`src/rtl/core/lpe_pkg.sv`:
```
// Shared types, widths and constants of the line position estimator.
// No dependencies; used by lpe_ctrl, lpe_dp and line_position_estimator_top.
package lpe_pkg;

    // Sensor array
    localparam int NUM_SENSORS      = 11;
    localparam int SIDE_SENSORS     = 5;    // sensors on each side of center
    localparam int CENTER_IDX       = 5;    // zero-based index of the center sensor
    localparam int ADC_BITS_DEFAULT = 12;

    // Weight magnitudes by zero-based sensor index; left side counts negative
    localparam logic [4:0] WEIGHT_MAG [NUM_SENSORS] = '{
        5'd25, 5'd20, 5'd15, 5'd10, 5'd5, 5'd0, 5'd5, 5'd10, 5'd15, 5'd20, 5'd25
    };

    // Datapath widths
    localparam int THR_W    = 13;           // threshold register
    localparam int MAG_W    = 7;            // one side's weight sum, at most 75
    localparam int CNT_W    = 4;            // on-sensor count, 0..11
    localparam int Q_BITS   = 5;            // quotient magnitude, at most 25
    localparam int STEP_W   = $clog2(Q_BITS);
    localparam int ERR_W    = 6;            // kept error, -25..25
    localparam int OUT_ERR_W = 7;           // reported error, -50..50
    localparam int DIVS_W   = CNT_W + Q_BITS - 1;  // shifted divisor

    localparam logic [THR_W-1:0] THR_RESET = 13'd5000;

    // Configuration map
    localparam int APB_ADDR_W = 3;
    localparam int APB_DATA_W = 32;
    localparam int REG_IDX_W  = APB_ADDR_W - 2;
    localparam logic [REG_IDX_W-1:0] REG_THRESHOLD = 1'b0;

    // Controller states
    typedef enum logic [2:0] {
        ST_IDLE   = 3'b001,
        ST_DIV    = 3'b010,
        ST_FINISH = 3'b100
    } state_t;

    // Controller to datapath commands
    typedef struct packed {
        logic              load;     // capture scan, sum and count
        logic              step;     // one restoring-division step
        logic [STEP_W-1:0] shift;    // quotient bit being resolved
        logic              finish;   // load result and kept error
    } cmd_t;

    // Datapath to controller status
    typedef struct packed {
        logic cnt_zero;              // no sensor on in the captured scan
    } status_t;

endpackage

```
`src/rtl/core/lpe_ctrl.sv`:
```
// Controller of the line position estimator: sequences capture, division and
// result load, and owns both handshakes. Depends on lpe_pkg.
module lpe_ctrl (
    input  logic            aclk,
    input  logic            aresetn,
    input  logic            s_valid,
    output logic            s_ready,
    output logic            m_valid,
    input  logic            m_ready,
    input  lpe_pkg::status_t status,
    output lpe_pkg::cmd_t    cmd
);

    lpe_pkg::state_t              state_reg, state_next;
    logic [lpe_pkg::STEP_W-1:0]   step_reg, step_next;
    logic                         out_valid_reg, out_valid_next;
    logic                         out_free;

    assign s_ready  = (state_reg == lpe_pkg::ST_IDLE);
    assign m_valid  = out_valid_reg;
    assign out_free = !out_valid_reg || m_ready;

    // Next state and commands
    always_comb begin
        state_next = state_reg;
        step_next  = step_reg;
        cmd        = '0;
        cmd.shift  = step_reg;
        unique case (state_reg)
            lpe_pkg::ST_IDLE: begin
                if (s_valid) begin
                    cmd.load   = 1'b1;
                    step_next  = lpe_pkg::STEP_W'(lpe_pkg::Q_BITS - 1);
                    state_next = lpe_pkg::ST_DIV;
                end
            end
            lpe_pkg::ST_DIV: begin
                if (status.cnt_zero) begin
                    state_next = lpe_pkg::ST_FINISH;
                end else begin
                    cmd.step = 1'b1;
                    if (step_reg == '0) begin
                        state_next = lpe_pkg::ST_FINISH;
                    end else begin
                        step_next = step_reg - 1'b1;
                    end
                end
            end
            lpe_pkg::ST_FINISH: begin
                if (out_free) begin
                    cmd.finish = 1'b1;
                    state_next = lpe_pkg::ST_IDLE;
                end
            end
            default: begin
                state_next = lpe_pkg::ST_IDLE;
            end
        endcase
    end

    // Output beat valid: set on result load, drop when taken
    always_comb begin
        out_valid_next = out_valid_reg;
        if (cmd.finish) begin
            out_valid_next = 1'b1;
        end else if (m_ready) begin
            out_valid_next = 1'b0;
        end
    end

    always_ff @(posedge aclk) begin
        if (!aresetn) begin
            state_reg     <= lpe_pkg::ST_IDLE;
            step_reg      <= '0;
            out_valid_reg <= 1'b0;
        end else begin
            state_reg     <= state_next;
            step_reg      <= step_next;
            out_valid_reg <= out_valid_next;
        end
    end

endmodule

```
`src/rtl/core/lpe_dp.sv`:
```
// Datapath of the line position estimator: threshold compare, weighted sums,
// restoring divider, result and kept-error registers. Depends on lpe_pkg.
module lpe_dp #(
    parameter int ADC_BITS = lpe_pkg::ADC_BITS_DEFAULT
) (
    input  logic                                      aclk,
    input  logic                                      aresetn,
    input  logic [lpe_pkg::NUM_SENSORS-1:0][ADC_BITS-1:0] samples,
    input  logic [lpe_pkg::THR_W-1:0]                 threshold,
    input  lpe_pkg::cmd_t                             cmd,
    output lpe_pkg::status_t                          status,
    output logic signed [lpe_pkg::OUT_ERR_W-1:0]      line_error,
    output logic [lpe_pkg::CNT_W-1:0]                 sensors_on
);

    localparam int CMP_W = (ADC_BITS > lpe_pkg::THR_W) ? ADC_BITS : lpe_pkg::THR_W;

    logic [lpe_pkg::NUM_SENSORS-1:0] on_vec;
    logic [lpe_pkg::MAG_W-1:0]       pos_sum, neg_sum, mag_comb;
    logic [lpe_pkg::CNT_W-1:0]       cnt_comb;

    logic [lpe_pkg::MAG_W-1:0]       rem_reg, rem_next;
    logic                            neg_reg;
    logic [lpe_pkg::CNT_W-1:0]       cnt_reg;
    logic [lpe_pkg::Q_BITS-1:0]      quot_reg, quot_next;
    logic [lpe_pkg::DIVS_W-1:0]      div_shift;
    logic                            fits;

    logic signed [lpe_pkg::ERR_W-1:0]     err_comb;
    logic signed [lpe_pkg::ERR_W-1:0]     last_err_reg;
    logic signed [lpe_pkg::OUT_ERR_W-1:0] line_error_reg;
    logic [lpe_pkg::CNT_W-1:0]            sensors_on_reg;

    // Compare each sample with the threshold
    always_comb begin
        for (int i = 0; i < lpe_pkg::NUM_SENSORS; i++) begin
            on_vec[i] = CMP_W'(samples[i]) > CMP_W'(threshold);
        end
    end

    // Sum weight magnitudes per side; the center sensor weighs nothing
    always_comb begin
        neg_sum = '0;
        pos_sum = '0;
        for (int i = 0; i < lpe_pkg::SIDE_SENSORS; i++) begin
            if (on_vec[i]) begin
                neg_sum = neg_sum + lpe_pkg::MAG_W'(lpe_pkg::WEIGHT_MAG[i]);
            end
            if (on_vec[lpe_pkg::CENTER_IDX + 1 + i]) begin
                pos_sum = pos_sum
                        + lpe_pkg::MAG_W'(lpe_pkg::WEIGHT_MAG[lpe_pkg::CENTER_IDX + 1 + i]);
            end
        end
        mag_comb = (pos_sum >= neg_sum) ? (pos_sum - neg_sum) : (neg_sum - pos_sum);
        cnt_comb = lpe_pkg::CNT_W'($countones(on_vec));
    end

    // One restoring-division step: resolve quotient bit cmd.shift
    assign div_shift = lpe_pkg::DIVS_W'(cnt_reg) << cmd.shift;
    assign fits      = lpe_pkg::DIVS_W'(rem_reg) >= div_shift;

    always_comb begin
        rem_next  = rem_reg;
        quot_next = quot_reg;
        if (cmd.load) begin
            rem_next  = mag_comb;
            quot_next = '0;
        end else if (cmd.step) begin
            if (fits) begin
                rem_next = lpe_pkg::MAG_W'(lpe_pkg::DIVS_W'(rem_reg) - div_shift);
            end
            quot_next = {quot_reg[lpe_pkg::Q_BITS-2:0], fits};
        end
    end

    // Apply the sign of the weight sum; truncation toward zero falls out
    assign err_comb = neg_reg ? -$signed({1'b0, quot_reg}) : $signed({1'b0, quot_reg});

    // Scan and division registers
    always_ff @(posedge aclk) begin
        rem_reg  <= rem_next;
        quot_reg <= quot_next;
        if (cmd.load) begin
            neg_reg <= (neg_sum > pos_sum);
            cnt_reg <= cnt_comb;
        end
    end

    // Result registers
    always_ff @(posedge aclk) begin
        if (cmd.finish) begin
            sensors_on_reg <= cnt_reg;
            if (cnt_reg == '0) begin
                line_error_reg <= {last_err_reg, 1'b0};
            end else begin
                line_error_reg <= {err_comb[lpe_pkg::ERR_W-1], err_comb};
            end
        end
    end

    // Hold the last error taken with at least one sensor on
    always_ff @(posedge aclk) begin
        if (!aresetn) begin
            last_err_reg <= '0;
        end else if (cmd.finish && (cnt_reg != '0)) begin
            last_err_reg <= err_comb;
        end
    end

    assign status.cnt_zero = (cnt_reg == '0);
    assign line_error      = line_error_reg;
    assign sensors_on      = sensors_on_reg;

endmodule

```
`src/rtl/core/line_position_estimator_top.sv`:
```
// Line position estimator: eleven-sensor weighted centroid with lost-line hold.
// Top level with threshold register and APB port; instantiates lpe_ctrl, lpe_dp.
// Depends on lpe_pkg.
//
// Usage:
//   Input channel (s_*): one beat carries one scan of eleven ADC samples.
//   Result channel (m_*): one beat per scan with the signed line error and
//   the number of sensors above threshold.
//   Configuration: one register, threshold, at byte address 0 (APB write,
//   pready always high). Write it only while no scan is in flight.
// Timing:
//   A scan is captured and summed in its accept cycle, then a restoring
//   divider resolves one quotient bit per cycle, then the result register
//   loads once the output register is free, and m_valid rises with it. A
//   new scan is taken only after that result has loaded. With no sensor on
//   the division steps are skipped.
// Reset: threshold returns to 5000, the kept error to zero, both channels idle.
// Stall: a result waits in the output register while m_ready is low; the
//   next scan is divided meanwhile and its result loads once the first is taken.
module line_position_estimator_top #(
    parameter int ADC_BITS = lpe_pkg::ADC_BITS_DEFAULT
) (
    input  logic                                  aclk,
    input  logic                                  aresetn,
    // Input channel
    input  logic                                  s_valid,
    output logic                                  s_ready,
    input  logic [ADC_BITS-1:0]                   s_sample_1,
    input  logic [ADC_BITS-1:0]                   s_sample_2,
    input  logic [ADC_BITS-1:0]                   s_sample_3,
    input  logic [ADC_BITS-1:0]                   s_sample_4,
    input  logic [ADC_BITS-1:0]                   s_sample_5,
    input  logic [ADC_BITS-1:0]                   s_sample_6,
    input  logic [ADC_BITS-1:0]                   s_sample_7,
    input  logic [ADC_BITS-1:0]                   s_sample_8,
    input  logic [ADC_BITS-1:0]                   s_sample_9,
    input  logic [ADC_BITS-1:0]                   s_sample_10,
    input  logic [ADC_BITS-1:0]                   s_sample_11,
    // Result channel
    output logic                                  m_valid,
    input  logic                                  m_ready,
    output logic signed [lpe_pkg::OUT_ERR_W-1:0]  m_line_error,
    output logic [lpe_pkg::CNT_W-1:0]             m_sensors_on,
    // Configuration port
    input  logic                                  psel,
    input  logic                                  penable,
    input  logic                                  pwrite,
    input  logic [lpe_pkg::APB_ADDR_W-1:0]        paddr,
    input  logic [lpe_pkg::APB_DATA_W-1:0]        pwdata,
    output logic [lpe_pkg::APB_DATA_W-1:0]        prdata,
    output logic                                  pready
);

    logic [lpe_pkg::THR_W-1:0]                        threshold_reg;
    logic [lpe_pkg::REG_IDX_W-1:0]                    reg_idx;
    logic                                             cfg_write;
    logic [lpe_pkg::NUM_SENSORS-1:0][ADC_BITS-1:0]    samples;
    lpe_pkg::cmd_t                                    cmd;
    lpe_pkg::status_t                                 status;

    // Register access
    assign pready    = 1'b1;
    assign reg_idx   = paddr[lpe_pkg::APB_ADDR_W-1:2];
    assign cfg_write = psel && penable && pwrite && pready;

    always_ff @(posedge aclk) begin
        if (!aresetn) begin
            threshold_reg <= lpe_pkg::THR_RESET;
        end else if (cfg_write && (reg_idx == lpe_pkg::REG_THRESHOLD)) begin
            threshold_reg <= pwdata[lpe_pkg::THR_W-1:0];
        end
    end

    assign prdata = (reg_idx == lpe_pkg::REG_THRESHOLD)
                  ? lpe_pkg::APB_DATA_W'(threshold_reg) : '0;

    // Gather the scan into one vector, sensor 1 at index 0
    assign samples = {s_sample_11, s_sample_10, s_sample_9, s_sample_8, s_sample_7,
                      s_sample_6, s_sample_5, s_sample_4, s_sample_3, s_sample_2,
                      s_sample_1};

    lpe_ctrl u_ctrl (
        .aclk    (aclk),
        .aresetn (aresetn),
        .s_valid (s_valid),
        .s_ready (s_ready),
        .m_valid (m_valid),
        .m_ready (m_ready),
        .status  (status),
        .cmd     (cmd)
    );

    lpe_dp #(
        .ADC_BITS (ADC_BITS)
    ) u_dp (
        .aclk       (aclk),
        .aresetn    (aresetn),
        .samples    (samples),
        .threshold  (threshold_reg),
        .cmd        (cmd),
        .status     (status),
        .line_error (m_line_error),
        .sensors_on (m_sensors_on)
    );

    // One scan in flight at a time
    assert property (@(posedge aclk) disable iff (!aresetn)
        (s_valid && s_ready) |=> !s_ready)
        else $error("scan accepted while another was in flight");

    // Reported error stays within the doubled weight range
    assert property (@(posedge aclk) disable iff (!aresetn)
        m_valid |-> (m_line_error >= -7'sd50) && (m_line_error <= 7'sd50))
        else $error("line error out of range");

    // With the line seen, the centroid lies within the outer weights
    assert property (@(posedge aclk) disable iff (!aresetn)
        (m_valid && (m_sensors_on != '0)) |->
            (m_line_error >= -7'sd25) && (m_line_error <= 7'sd25))
        else $error("centroid outside sensor span");

    // No result beat appears without a scan having entered
    assert property (@(posedge aclk) disable iff (!aresetn)
        $rose(m_valid) |-> !s_ready || $past(!s_ready))
        else $error("result without a scan");

endmodule

```
`config.mk`:
```
export PLATFORM = sky130hd
export DESIGN_NAME = line_position_estimator_top
export DESIGN_NICKNAME = d
export VERILOG_FILES = /design/src/rtl/core/lpe_pkg.sv /design/src/rtl/core/lpe_ctrl.sv /design/src/rtl/core/lpe_dp.sv /design/src/rtl/core/line_position_estimator_top.sv
export SDC_FILE = /design/constraint.sdc
export NUM_CORES = 1
export LEC_CHECK = 0
export BUFFER_PORTS_ARGS = -buffer_cell sky130_fd_sc_hd__buf_4
export CAP_MARGIN = 25
export CORE_AREA = 8 8 180 182
export CTS_CLUSTER_DIAMETER = 200
export DETAILED_ROUTE_END_ITERATION = 10
export DIE_AREA = 0 0 188 190
export GPL_TIMING_DRIVEN = 1
export PLACE_DENSITY = 0.48
export SYNTH_ARGS = -nofsm -noshare
export SYNTH_HDL_FRONTEND = slang
export SYNTH_SLANG_ARGS = --single-unit
```
`constraint.sdc`:
```
create_clock -name aclk -period 6.38 [get_ports aclk]
set_input_delay 0.638 -clock aclk [delete_from_list [all_inputs] [get_ports aclk]]
set_output_delay 0.638 -clock aclk [all_outputs]
set_load 0.05 [all_outputs]
```
==> summary by stage, run 1 <==
Outcome
The run finished with clean final reports.

Synth
In this run, synthesis inferred 23 flip-flops with an integrated enable. The number of warnings reported in the yosys synthesis log is 0. The sequential fraction of the synthesis area is 0.1795. The share of synthesized flip-flops with an asynchronous set or reset is 0. The number of library cell types mapped by synthesis is 67. By count the netlist is led by sky130_fd_sc_hd__ha_1 (175), sky130_fd_sc_hd__inv_1 (70), sky130_fd_sc_hd__nor2_1 (65). The synthesized flop and latch total is 54.

The synthesized netlist occupies a cell area of approximately 0.0073 mm^2. Ranked by total cell area, the synthesized netlist is headed by sky130_fd_sc_hd__ha_1 (30%), sky130_fd_sc_hd__edfxtp_1 (9.5%), sky130_fd_sc_hd__dfxtp_1 (8.5%). In the synthesized netlist the dominant register cell turns out to be sky130_fd_sc_hd__dfxtp_1. The area share of the largest cell type after synthesis is 0.2997. In this run the mean area of a mapped cell was 8.556 um^2. The leading cell type by number of instances after synthesis is sky130_fd_sc_hd__ha_1. The dominant cell type by area after synthesis is sky130_fd_sc_hd__ha_1. In the synthesized netlist, the number of instances is approximately 850.

Worst setup path
The logic depth of the worst register-to-register path is 24. The largest single stage delay on the critical path is approximately 520 ps. The slowest stage of the critical path belongs to the cell sky130_fd_sc_hd__or4_1. The startpoint identified for the worst register-to-register timing path is threshold_reg[5]. The critical path goes through clkinvlp_4 -> buf_12 -> ha_1 -> nand4_1 -> or4_1 -> o211ai_1 -> buf_4 -> ha_1 -> mux2i_2 -> ha_2 -> mux2_2 -> o211ai_1 -> xor2_1 -> ha_1 -> and3_1 -> and2_4 -> and3_4 -> a2111o_1 -> a21o_1 -> mux2_4 -> a221o_1 -> a31oi_1 -> xor2_1 -> o21ai_1. The setup slack of the most critical reg-to-reg path is between 200 and 250 ps.

The most numerous cell type found on the critical path is sky130_fd_sc_hd__ha_1. The kind of start point of the critical path is a flop. The classification of the worst setup path is reg -> reg. Data arrives at the worst endpoint at between 6000 and 7000 ps. In this run the critical register-to-register path is captured at u_dp.rem_reg[6]. The required time at the endpoint of the critical path is around 6400 ps. The nature of the critical path endpoint is a flop. The top fanout value on the critical path is 4.

Pwr
Of the total power, the share spent switching nets is 0.3463. The clock network power share is 0.228. The analysis attributes to net switching a power of ~460 uW. The fraction of power consumed by combinational cells is 0.456.

Across the VDD grid, the largest voltage drop is between 0.1 and 0.15 mV. The sequential share of power is 0.317. The cell leakage power is roughly 4.8 nW. The areal power density over the cells is approximately 140 mW/mm^2. The internal power of the cells is around 880 uW.

Final layout
The proportion of layout cells with a drive suffix above 1 is 0.2657. Measured on the finished design, the core utilization comes to 0.3324. The repair_antennas step left the layout with diodes totalling 0.

The register with the most flip-flops in the layout has 13 of them. Compared with the post-synthesis result, the final layout area differs by 33.73%. The final net count is 1,441.

Clock network
The clock tree synthesis step divided the H-tree into 2 levels. TritonCTS created 5 clock buffers. The buffer levels on the longest clock path is 2.

TritonCTS built the clock tree. Buffers inserted to repair hold after CTS numbered 0. The clock root buffer master is sky130_fd_sc_hd__clkbuf_16. The number of sinks handled by clock tree synthesis is between 50 and 60. Clock-pin slew was measured on the worst setup and hold paths at roughly 70 ps. The latest clock arrival within the worst-skew pair is ~290 ps.

Routing
The total length of routed wires is around 24,000 um. The number of vias in the routed layout is just under 7,000. In the routed layout, each cell is associated on average with a via count of ~4.6. Once detail routing completed, the nets flagged for antenna violations numbered 0. The first routing iteration left between 200 and 300 violations. In the final routed layout, each cell accounts on average for 16.37 um. The number of remaining DRC errors is 0. The first detailed-routing pass ran for 4 iterations.

Global routing
Summed over all layers, the global routing overflow is 0. The initial antenna violation count is 2. Entering global routing, the biggest net connects 27 pins. The via count of the first global-routing pass came to between 7,000 and 8,000. The first global-routing pass estimated 37,650 um of wire. The total routing usage reported by global routing is 0.1301.

STA
On the final layout, the worst hold slack is 467.6 ps. At the pin with the least slew margin, the transition time is between 600 and 700 ps. The final-report hold violation count is 0. The worst slew margin relative to its limit is 0.5526. The worst clock skew is 7.792 ps. The final cycle utilization of the critical path is 0.9629. The number of pins with negative max-slew slack in the final report came to 0. The clock period minus worst slack is slightly above 6000 ps.

The smallest setup slack after layout is roughly 240 ps. The final setup violation count is 0. Summed over all failing endpoints, the final setup total negative slack is 0 ps. The top achievable clock speed is 162.8 MHz.

Place
At the placement stage, the worst setup path has a slack of -71.05 ps. At the end of routability-driven placement, the weighted congestion stood at 0.7957. Summed over all nets, the half-perimeter wirelength after detailed placement is 20,580 um. The total of buffers placed on input and output ports is between 150 and 200.

Die
The initial utilization of the core area, before any placement, comes to 0.2485. In this run the horizontal extent of the chip is between 150 and 200 um. Pin placement for this block handled between 200 and 250 I/O pins. The full die area is 0.03572 mm^2. The height of the die is around 190 um.

The area inside the core boundary is slightly below 0.03 mm^2. The site row count is 63.

Min path
The hold path depth is 2. The type of the most critical hold path is reg -> reg. The endpoint of the worst hold path is threshold_reg[4]. The start point of the worst min-delay path is threshold_reg[4].

Job
The number of maximum-capacitance constraint violations is 0.
==> worst max path at each step <==
stage	startpoint	end	depth (start not counted)
2_1_floorplan	s_sample_1[3]	u_dp.rem_reg[6]	26
3_3_place_gp	s_sample_8[7]	u_dp.rem_reg[6]	26
5_1_grt	threshold_reg[8]	u_dp.rem_reg[6]	24
3_5_place_dp	s_sample_1[3]	u_dp.rem_reg[6]	25
4_1_cts	threshold_reg[1]	u_dp.rem_reg[6]	26
6_report	threshold_reg[5]	u_dp.rem_reg[6]	24
==> through the flow <==
step                std cells  total power [mW]  cell area [um^2]
finish                   1474             1.342              9772
floorplan                 872            0.8393              7375
detailed placement       1447             1.036              9320
global placement         1447             1.031              9320
CTS                      1455             1.346              9487
global route             1474             1.449              9772
==> cell families (layout without fill, tap and decap cells) <==
group / Yosys count / count (layout) / synth area share
other: 2 / 20 / 0.001028
multiplexers: 24 / 24 / 0.03476
buffers and inverters: 108 / 320 / 0.06729
flip-flops: 54 / 54 / 0.1795
XOR/XNOR: 36 / 36 / 0.04315
AND/OR/NAND/NOR: 240 / 240 / 0.1683
adder cells (fa/ha/maj): 184 / 184 / 0.3243
AO/OA/AOI/OAI: 206 / 206 / 0.1817
==> metal layers <==
layer | wire, um | global-route usage | up-vias
met5 | 27 | 0 | -
met3 | 1141 | 0.02618 | 24
met4 | 381 | 0.02424 | 4
met2 | 11540 | 0.2301 | 135
li1 | - | - | 3506
met1 | 11040 | 0.1622 | 3134
==> final cells by class <==
| class | count | area (um^2) |
|---|---|---|
| Fill cell | 3090 | 19630 |
| Multi-Input combinational cell | 710 | 5640 |
| Timing Repair Buffer | 242 | 1883 |
| Sequential cell | 54 | 1316 |
| Tap cell | 390 | 488.0 |
| Inverter | 70 | 277.8 |
| Clock buffer | 6 | 128.9 |
| Clock inverter | 2 | 37.54 |
==> placed cells by master (no fill, tap or decap), types with 6 or more instances in the layout <==
cell	n
sky130_fd_sc_hd__o21ai_1	6
sky130_fd_sc_hd__nand2_1	56
sky130_fd_sc_hd__and2_1	7
sky130_fd_sc_hd__nor2_1	65
sky130_fd_sc_hd__dfxtp_1	27
sky130_fd_sc_hd__o211ai_1	12
sky130_fd_sc_hd__a21o_1	19
sky130_fd_sc_hd__edfxtp_1	23
sky130_fd_sc_hd__o21a_1	8
sky130_fd_sc_hd__nor2b_1	22
sky130_fd_sc_hd__nand3_1	16
sky130_fd_sc_hd__o21ai_0	41
sky130_fd_sc_hd__a31oi_1	6
sky130_fd_sc_hd__a21oi_1	58
sky130_fd_sc_hd__a211o_1	6
sky130_fd_sc_hd__conb_1	20
sky130_fd_sc_hd__o211a_1	6
sky130_fd_sc_hd__mux2_2	7
sky130_fd_sc_hd__nand2b_1	17
sky130_fd_sc_hd__xor2_1	15
sky130_fd_sc_hd__fa_1	9
sky130_fd_sc_hd__ha_1	173
sky130_fd_sc_hd__nand4_1	19
sky130_fd_sc_hd__xnor2_1	19
sky130_fd_sc_hd__buf_4	236
sky130_fd_sc_hd__mux2i_1	14
sky130_fd_sc_hd__inv_1	65
sky130_fd_sc_hd__and4_1	6
sky130_fd_sc_hd__a21boi_0	11
==> power by group through the flow <==
stage / clock network, mW / registers [mW] / logic [mW]
5_1_grt: 0.327 / 0.428 / 0.693
3_5_place_dp: 0 / 0.432 / 0.603
2_1_floorplan: 0 / 0.427 / 0.412
6_report: 0.305 / 0.425 / 0.611
3_3_place_gp: 0 / 0.433 / 0.598
4_1_cts: 0.314 / 0.425 / 0.608
==> worst max-delay path, delay by kind of cell, from the launching register on <==
family / cells / cell delay (ps)
xor gates and xnor gates: 2 / 430
and+or+nand+nor: 5 / 1190
AOI/OAI and AO/OA: 7 / 1490
muxes: 3 / 810
DFF: 1 / 350
buffers and inverters: 3 / 470
adders and majority gates: 4 / 1120
==> repair_timing <==
item,4_1_cts,5_1_grt
buffers inserted,0,19
gates resized for setup,0,28
setup endpoints to repair,0,5
Note: power is estimated with default switching activity, not from simulation.
==> run 2, diff against run 1 <==
--- a/config.mk
+++ b/config.mk
@@ -6,7 +6,7 @@
 export NUM_CORES = 1
 export LEC_CHECK = 0
 export BUFFER_PORTS_ARGS = -buffer_cell sky130_fd_sc_hd__buf_4
-export CAP_MARGIN = 25
+export CAP_MARGIN = 40
 export CORE_AREA = 8 8 180 182
 export CTS_CLUSTER_DIAMETER = 200
 export DETAILED_ROUTE_END_ITERATION = 10
==> constraint.sdc (replaced) <==
create_clock -name aclk -period 5.1 [get_ports aclk]
set_input_delay 0.51 -clock aclk [delete_from_list [all_inputs] [get_ports aclk]]
set_output_delay 0.51 -clock aclk [all_outputs]
set_load 0.05 [all_outputs]
==> summary by stage, run 2 (synthesis results as in run 1) <==
Routing
In the detailed route, the total length drawn on met3 is between 1000 and 1500 um. After detailed routing, the number of vias per cell comes to roughly 4.6. In this run, the number of DRC markers left after iteration 0 of detailed routing was roughly 220.

The number of remaining DRC errors is 0. The total length of routed wires is ~25,000 um. Before antenna repair, the detailed router went through 4 iterations. In the final routed layout, each cell accounts on average for between 15 and 20 um. After detailed routing, the wire length on met1 is between 10,000 and 15,000 um. Summed over all nets, wire length on met2 after detailed routing comes to around 12,000 um. The uppermost layer routed is met5.

In this run the remaining antenna-violating nets after routing total 0. The number of vias in the routed layout is slightly above 7,000.

Outcome
The flow ran to the end, but the final reports show violations. The checks that failed: setup timing.

STA
The final-report hold violation count is 0. The total negative setup slack is -3396 ps. The number of pins with negative max-slew slack in the final report was 0.

The top achievable clock speed is between 150 and 200 MHz. The slew at the pin with the worst max-slew slack is between 600 and 700 ps. Setup repair after global routing could not meet its margin everywhere. The worst clock skew is 12.18 ps. Headroom to the max-slew limit came out at 0.5709. In the finished design, the share of the clock period the worst path needs comes to 1.136. The smallest setup slack after layout is -693.9 ps. The hold slack is 433.3 ps. Setup violations remaining at the end of the flow were counted as 8. The clock period minus worst slack is 5794 ps.

Worst setup path
In this run the critical register-to-register path is launched from threshold_reg[1]. The number of logic stages on the critical path including buffering is 25. In this run the worst setup path terminates at u_dp.rem_reg[6]. The arrival time of the worst setup path is 5820 ps. The required time at the endpoint of the critical path is between 5000 and 6000 ps.

By startpoint and endpoint, the worst setup path is classified as reg -> reg. In this run the worst setup path begins at threshold_reg[1]. The top fanout value on the critical path is 4. The reg-to-reg critical path endpoint is u_dp.rem_reg[6]. The stage delay of the slowest cell on the critical path is ~500 ps.

The most used cell along the critical path is sky130_fd_sc_hd__ha_4. The family with the most delay on the worst path is compound AO/OA/AOI/OAI gates. The cell with the largest stage delay on the worst path is sky130_fd_sc_hd__or4_1.

The worst setup path is captured at a flop. For flop-to-flop paths, the worst setup slack is -690 ps. Together, buffers and inverters on the worst path number 4. The worst register-to-register path has a depth of 25. STA classifies the critical path startpoint as a flop.

Final layout
The final net count is around 1,500. The library cell used most frequently in the layout, excluding fill and tap cells, is sky130_fd_sc_hd__buf_4. Of the cells placed in the final design, the portion with a size suffix greater than 1 is 0.3608.

The register with the most flip-flops in the layout has 13 of them. The number of standard cells in the layout, taps in and fillers out is approximately 1,600. The final standard cell utilization of the core is 0.3689. The top cell types in the final layout, fill and taps aside, are sky130_fd_sc_hd__buf_4 (326), sky130_fd_sc_hd__ha_1 (159), sky130_fd_sc_hd__nor2_1 (64).

Compared with the post-synthesis result, the final layout area differs by 48.42%. The finished cells cover 0.01085 mm^2.

Pwr
The internal portion of the total power is 1.124 mW. Across the VDD grid, the largest voltage drop is roughly 0.13 mV. The cell leakage power is about 5.3 nW. Overall power consumption after layout is estimated at 1.753 mW. Of the total power, the share spent switching nets is 0.3584. Of the total power, combinational logic draws 0.499. The net switching power of the design is approximately 630 uW. The clock network power share is 0.197. The sequential share of power is 0.304.

For this design the ratio of total power to cell area is approximately 160 mW/mm^2.

Die
The height of the die is approximately 190 um. The area inside the core boundary is 0.02940 mm^2. For this configuration, the core starts out at a cell density of 0.2485. The full die area is between 0.03 and 0.04 mm^2. The die is approximately 190 um wide. Row generation in the floorplan step produced 63 rows. The total I/O pin count is 220.

Clock network
The number of sinks handled by clock tree synthesis is 54. Clock latency on the worst-skew pair, taken at its later pin, is roughly 300 ps. The buffer levels on the longest clock path is 2. TritonCTS built the clock tree. After clock tree synthesis, the clock-pin slew on the worst setup and hold paths is approximately 80 ps.

The clock tree synthesis step divided the H-tree into 2 levels. The number of buffers inserted during clock tree synthesis is 5. The tree is rooted in a sky130_fd_sc_hd__clkbuf_16.

Global routing
The via count of the first global-routing pass is approximately 7,500. After global routing the overflow that remains totals 0. The pin count of the biggest net entering global routing is 27.

The initial antenna violation count was 3. The total routing usage reported by global routing is 0.1376. The wire length of the first global-routing pass is around 40,000 um.

Min path
In this run the worst hold path is classified as in -> reg.

Place
The placer congestion estimate is 0.8620. The total placed instance area is a little over 0.01 mm^2. The wire-length estimate of the detail-placed layout is 21,600 um.

Once placement completed, the tool counted placed cells totaling 1,534. At the placement stage, the worst setup path has a slack of -903.2 ps. In this run the tool buffered the top-level ports with ~180 buffer cells.

Job
Max-cap violations in this run came to 0.
[run 2: power by group through the flow]
stage | combinational [mW] | sequential, mW | clock, mW
floorplan | 0.523 | 0.534 | 0
global placement | 0.803 | 0.541 | 0
detailed placement | 0.809 | 0.542 | 0
CTS | 0.854 | 0.533 | 0.356
global route | 0.984 | 0.538 | 0.372
finish | 0.875 | 0.533 | 0.345
[run 2: worst register-to-register path, cell delays in order, from the launching register on]
cell and delay (ps):
sky130_fd_sc_hd__dfxtp_2 360, sky130_fd_sc_hd__clkinvlp_4 110, sky130_fd_sc_hd__buf_12 140, sky130_fd_sc_hd__buf_4 130
sky130_fd_sc_hd__ha_4 260, sky130_fd_sc_hd__nand2_1 40, sky130_fd_sc_hd__or4_1 500, sky130_fd_sc_hd__o211ai_1 90
sky130_fd_sc_hd__buf_4 150, sky130_fd_sc_hd__ha_4 200, sky130_fd_sc_hd__mux2i_4 200, sky130_fd_sc_hd__ha_4 230
sky130_fd_sc_hd__mux2_4 300, sky130_fd_sc_hd__o211ai_1 310, sky130_fd_sc_hd__xor2_2 210, sky130_fd_sc_hd__ha_1 290
sky130_fd_sc_hd__and3_4 180, sky130_fd_sc_hd__and2_4 150, sky130_fd_sc_hd__and3_4 150, sky130_fd_sc_hd__a2111o_1 290
sky130_fd_sc_hd__a21o_1 220, sky130_fd_sc_hd__mux2_4 320, sky130_fd_sc_hd__a221o_1 310, sky130_fd_sc_hd__a31oi_1 170
sky130_fd_sc_hd__xor2_1 160, sky130_fd_sc_hd__o21ai_1 60
[run 2: final cells by class]
cell class                 count  area, um^2
clock inverter                 2       13.76
tap                          390       488.0
clock buffer                   6       128.9
multi-input combinational    710        5992
antenna                        2       5.005
sequential                    54        1316
inverter                      70       280.3
timing repair buffer         336        2621
fill                        3046       18560
[run 2: worst min path at each step]
| stage | to | cells after the start | start |
|---|---|---|---|
| 3_3_place_gp | threshold_reg[11] | 2 | threshold_reg[11] |
| 3_5_place_dp | threshold_reg[11] | 2 | threshold_reg[11] |
| 4_1_cts | threshold_reg[3] | 3 | pwdata[3] |
| 5_1_grt | threshold_reg[3] | 3 | pwdata[3] |
| 6_report | threshold_reg[9] | 3 | pwdata[9] |
| 2_1_floorplan | threshold_reg[11] | 2 | threshold_reg[11] |
[run 2: layer usage]
metal	global-route usage	vias to the layer above
met5	0	-
li1	-	3705
met3	0.02746	34
met1	0.1726	3292
met2	0.2366	157
met4	0.03727	2
[run 2: what timing repair did]
item | in CTS | in global routing
setup buffers | 17 | 9
hold buffers | 0 | 0
pin swaps | 13 | 27
resized for setup | 34 | 35
setup endpoints to repair | 8 | 9
==> run 3, diff against run 2 <==
==> constraint.sdc (replaced) <==
create_clock -name aclk -period 5.1 [get_ports aclk]
set_input_delay 0.255 -clock aclk [delete_from_list [all_inputs] [get_ports aclk]]
set_output_delay 0.255 -clock aclk [all_outputs]
set_load 0.05 [all_outputs]
==> summary by stage, run 3 (synthesis results as in run 1) <==
Final layout
The relative area change from synthesis to final layout is 47.19%. In the layout the commonest cells are sky130_fd_sc_hd__buf_4 (323), sky130_fd_sc_hd__ha_1 (160), sky130_fd_sc_hd__nor2_1 (65). The area of all placed cells without fillers is roughly 0.011 mm^2. The final standard cell utilization of the core is 0.3658. For this run, the post-layout net count is between 1,500 and 2,000.

The library cell used most frequently in the layout, excluding fill and tap cells, is sky130_fd_sc_hd__buf_4. The proportion of layout cells with a drive suffix above 1 is 0.3660. The register with the most flip-flops in the layout has 13 of them.

Routing
The number of detailed-route iterations in the first pass is 4. The post-detailed-route wirelength per cell is 16.57 um. The detail-routed via count per cell is between 4 and 5. The total length of routed wires is ~26,000 um.

The detailed router finished its first iteration with between 300 and 400 violations. The number of remaining DRC errors is 0. The detail route stage leaves a number of antenna-violating nets equal to 0. The final route contains 7,217 vias.

Clock network
TritonCTS built the clock tree. The buffer levels on the longest clock path is 2. The number of clock buffers added by TritonCTS is 5.

The number of sinks handled by clock tree synthesis is between 50 and 60. The count of hold buffers inserted by post-cts repair is 0. Clock-pin slew was measured on the worst setup and hold paths at 70 ps. The clock root buffer master is sky130_fd_sc_hd__clkbuf_16. The latest clock arrival within the worst-skew pair is around 300 ps.

The H-tree depth reported by CTS is 2.

Die
between 200 and 250 I/O pins were placed. The full die area is 0.03572 mm^2. The initial core utilization is 0.2485. The height of the die is around 190 um. The area inside the core boundary is roughly 0.03 mm^2. In this run the horizontal extent of the chip is around 190 um. The initialized floorplan defines 63 standard-cell rows.

Outcome
The run finished, with violations left. The checks that failed: setup timing.

STA
In the finished design, the share of the clock period the worst path needs comes to 1.101. The final-report hold violation count is 0. Setup repair after global routing could not meet its margin everywhere. The number of pins with negative max-slew slack in the final report is 0.

For the finished layout, the period the worst path requires is about 5600 ps. For the pin with the worst max-slew slack, the measured transition is 672.8 ps. Measured against its own limit, the worst slew margin works out to 0.5511.

The clock arrives with 10.02 ps of skew. In the post-route analysis, the smallest setup slack over all paths is -514.9 ps. Setup violations remaining at the end of the flow were counted as 6. The top achievable clock speed is approximately 180 MHz.

Worst setup path
STA puts the critical path data arrival time at approximately 5700 ps. The classification of the worst setup path is reg -> reg. For the worst flop-to-flop path, the logic depth is 24. Along the worst path, the maximum fanout reaches 5.

The kind of start point of the critical path is a flop. STA puts the critical path data required time at approximately 5100 ps. The nature of the critical path endpoint is a flop.

Global routing
The wire length of the first global-routing pass is between 30,000 and 40,000 um. The initial antenna violation count came to 0. In the global route stage, met3 resource usage came out at 0.03094. For met1 alone, demand over resource in global routing was 0.1717. In the global route stage, overall resource usage came out at 0.1408.

For this run, global-route usage on met2 was measured as 0.2498. After global routing, the most crowded layer is met2. The total grt overflow is 0.

The via count of the first global-routing pass is between 7,000 and 8,000. The pin count of the biggest net entering global routing is 27.

Pwr
For this design the static power due to leakage is between 5 and 6 nW. In this run the power spent charging and discharging nets is around 620 uW. Of the total power, the share spent switching nets is 0.3480. The maximum ir drop on the vdd rail is approximately 0.13 mV. The clock network power share is 0.219. Internal power comes to ~1.2 mW. The sequential share of power is 0.297.

The areal power density over the cells is around 170 mW/mm^2. The fraction of power consumed by combinational cells is 0.484.

Job
The number of maximum-capacitance constraint violations is 0.

Min path
The worst hold path passes through 3 cells. The type of the most critical hold path is in -> reg.

Place
The total of buffers placed on input and output ports is 178. Routability-driven placement finished with a final weighted congestion of between 0.8 and 0.9. The wire-length estimate of the detail-placed layout is about 22,000 um. The total placed instance area is 0.01011 mm^2.
==> run 3: cell types whose count changed in the layout (fill, tap and decap cells not counted), sizes merged <==
| cell | before | now |
|---|---|---|
| inv | 67 | 71 |
| buf | 336 | 330 |
| clkinvlp | 4 | 0 |
| diode | 2 | 1 |
| bufinv | 0 | 1 |
| clkinv | 1 | 0 |
==> run 3: per-layer routing <==
layer	part of all wire	wire [um]	vias up
li1	-	-	3702
met1	0.44	11430	3328
met2	0.48	12480	156
met5	0	0	-
met4	0.021	548	0
met3	0.056	1445	31
==> run 3: what timing repair did <==
item / in CTS / in global routing
pin swaps: 23 / 18
setup buffers: 19 / 6
gates resized for setup: 38 / 29
endpoints found under the hold margin: 0 / 0
endpoints found under the setup margin: 6 / 8
==> run 3: path summary, 6_finish.rpt <==
kind                    start          endpoint  slack, ps
max          threshold_reg[4]   u_dp.rem_reg[6]       -510
max reg2reg  threshold_reg[4]   u_dp.rem_reg[6]       -510
min                 pwdata[3]  threshold_reg[3]        170
min reg2reg  threshold_reg[2]  threshold_reg[2]        480
==> run 3: critical path, stage by stage (launching register included) <==
cell	delay [ps]
sky130_fd_sc_hd__dfxtp_2	350
sky130_fd_sc_hd__inv_4	60
sky130_fd_sc_hd__ha_1	290
sky130_fd_sc_hd__nand4_1	130
sky130_fd_sc_hd__o21bai_1	170
sky130_fd_sc_hd__a31oi_1	270
sky130_fd_sc_hd__a2111oi_4	50
sky130_fd_sc_hd__or2_4	260
sky130_fd_sc_hd__ha_4	250
sky130_fd_sc_hd__mux2i_2	170
sky130_fd_sc_hd__ha_2	290
sky130_fd_sc_hd__mux2_4	290
sky130_fd_sc_hd__o211ai_1	260
sky130_fd_sc_hd__xor2_1	220
sky130_fd_sc_hd__ha_1	280
sky130_fd_sc_hd__and3_4	180
sky130_fd_sc_hd__and2_4	150
sky130_fd_sc_hd__and3_4	140
sky130_fd_sc_hd__a2111o_1	290
sky130_fd_sc_hd__a21o_1	210
sky130_fd_sc_hd__mux2_4	310
sky130_fd_sc_hd__a221o_1	310
sky130_fd_sc_hd__a31oi_1	170
sky130_fd_sc_hd__xor2_1	160
sky130_fd_sc_hd__o21ai_1	60
==> run 3: layout make-up <==
class                      count  area [um^2]
clock buffer                   6        128.9
timing repair buffer         330         2521
inverter                      70        292.8
tap                          390        488.0
multi-input combinational    710         5958
sequential                    54         1328
clock inverter                 2        36.28
antenna                        1        2.502
fill                        3029        18650
==> run 3: stage by stage <==
stage | TNS (ps) | worst slack [ps] | power (mW) | hold WS, ps | std cells
2_1_floorplan | -956.1 | -527.9 | 1.059 | 392.3 | 872
3_3_place_gp | -2161 | -584.5 | 1.344 | 469.0 | 1530
3_5_place_dp | -2502 | -633.2 | 1.349 | 474.8 | 1530
4_1_cts | -2178 | -541.2 | 1.800 | 167.5 | 1556
5_1_grt | -3587 | -757.2 | 1.932 | 171.3 | 1562
6_report | -2051 | -514.9 | 1.794 | 174.4 | 1563
==> run 3: power groups by stage <==
stage               Combinational [mW]  Sequential, mW  Clock (mW)
floorplan                        0.523           0.535           0
global placement                 0.802           0.542           0
detailed placement               0.807           0.542           0
CTS                              0.863           0.533       0.404
global route                     0.972           0.538       0.422
finish                           0.868           0.533       0.393
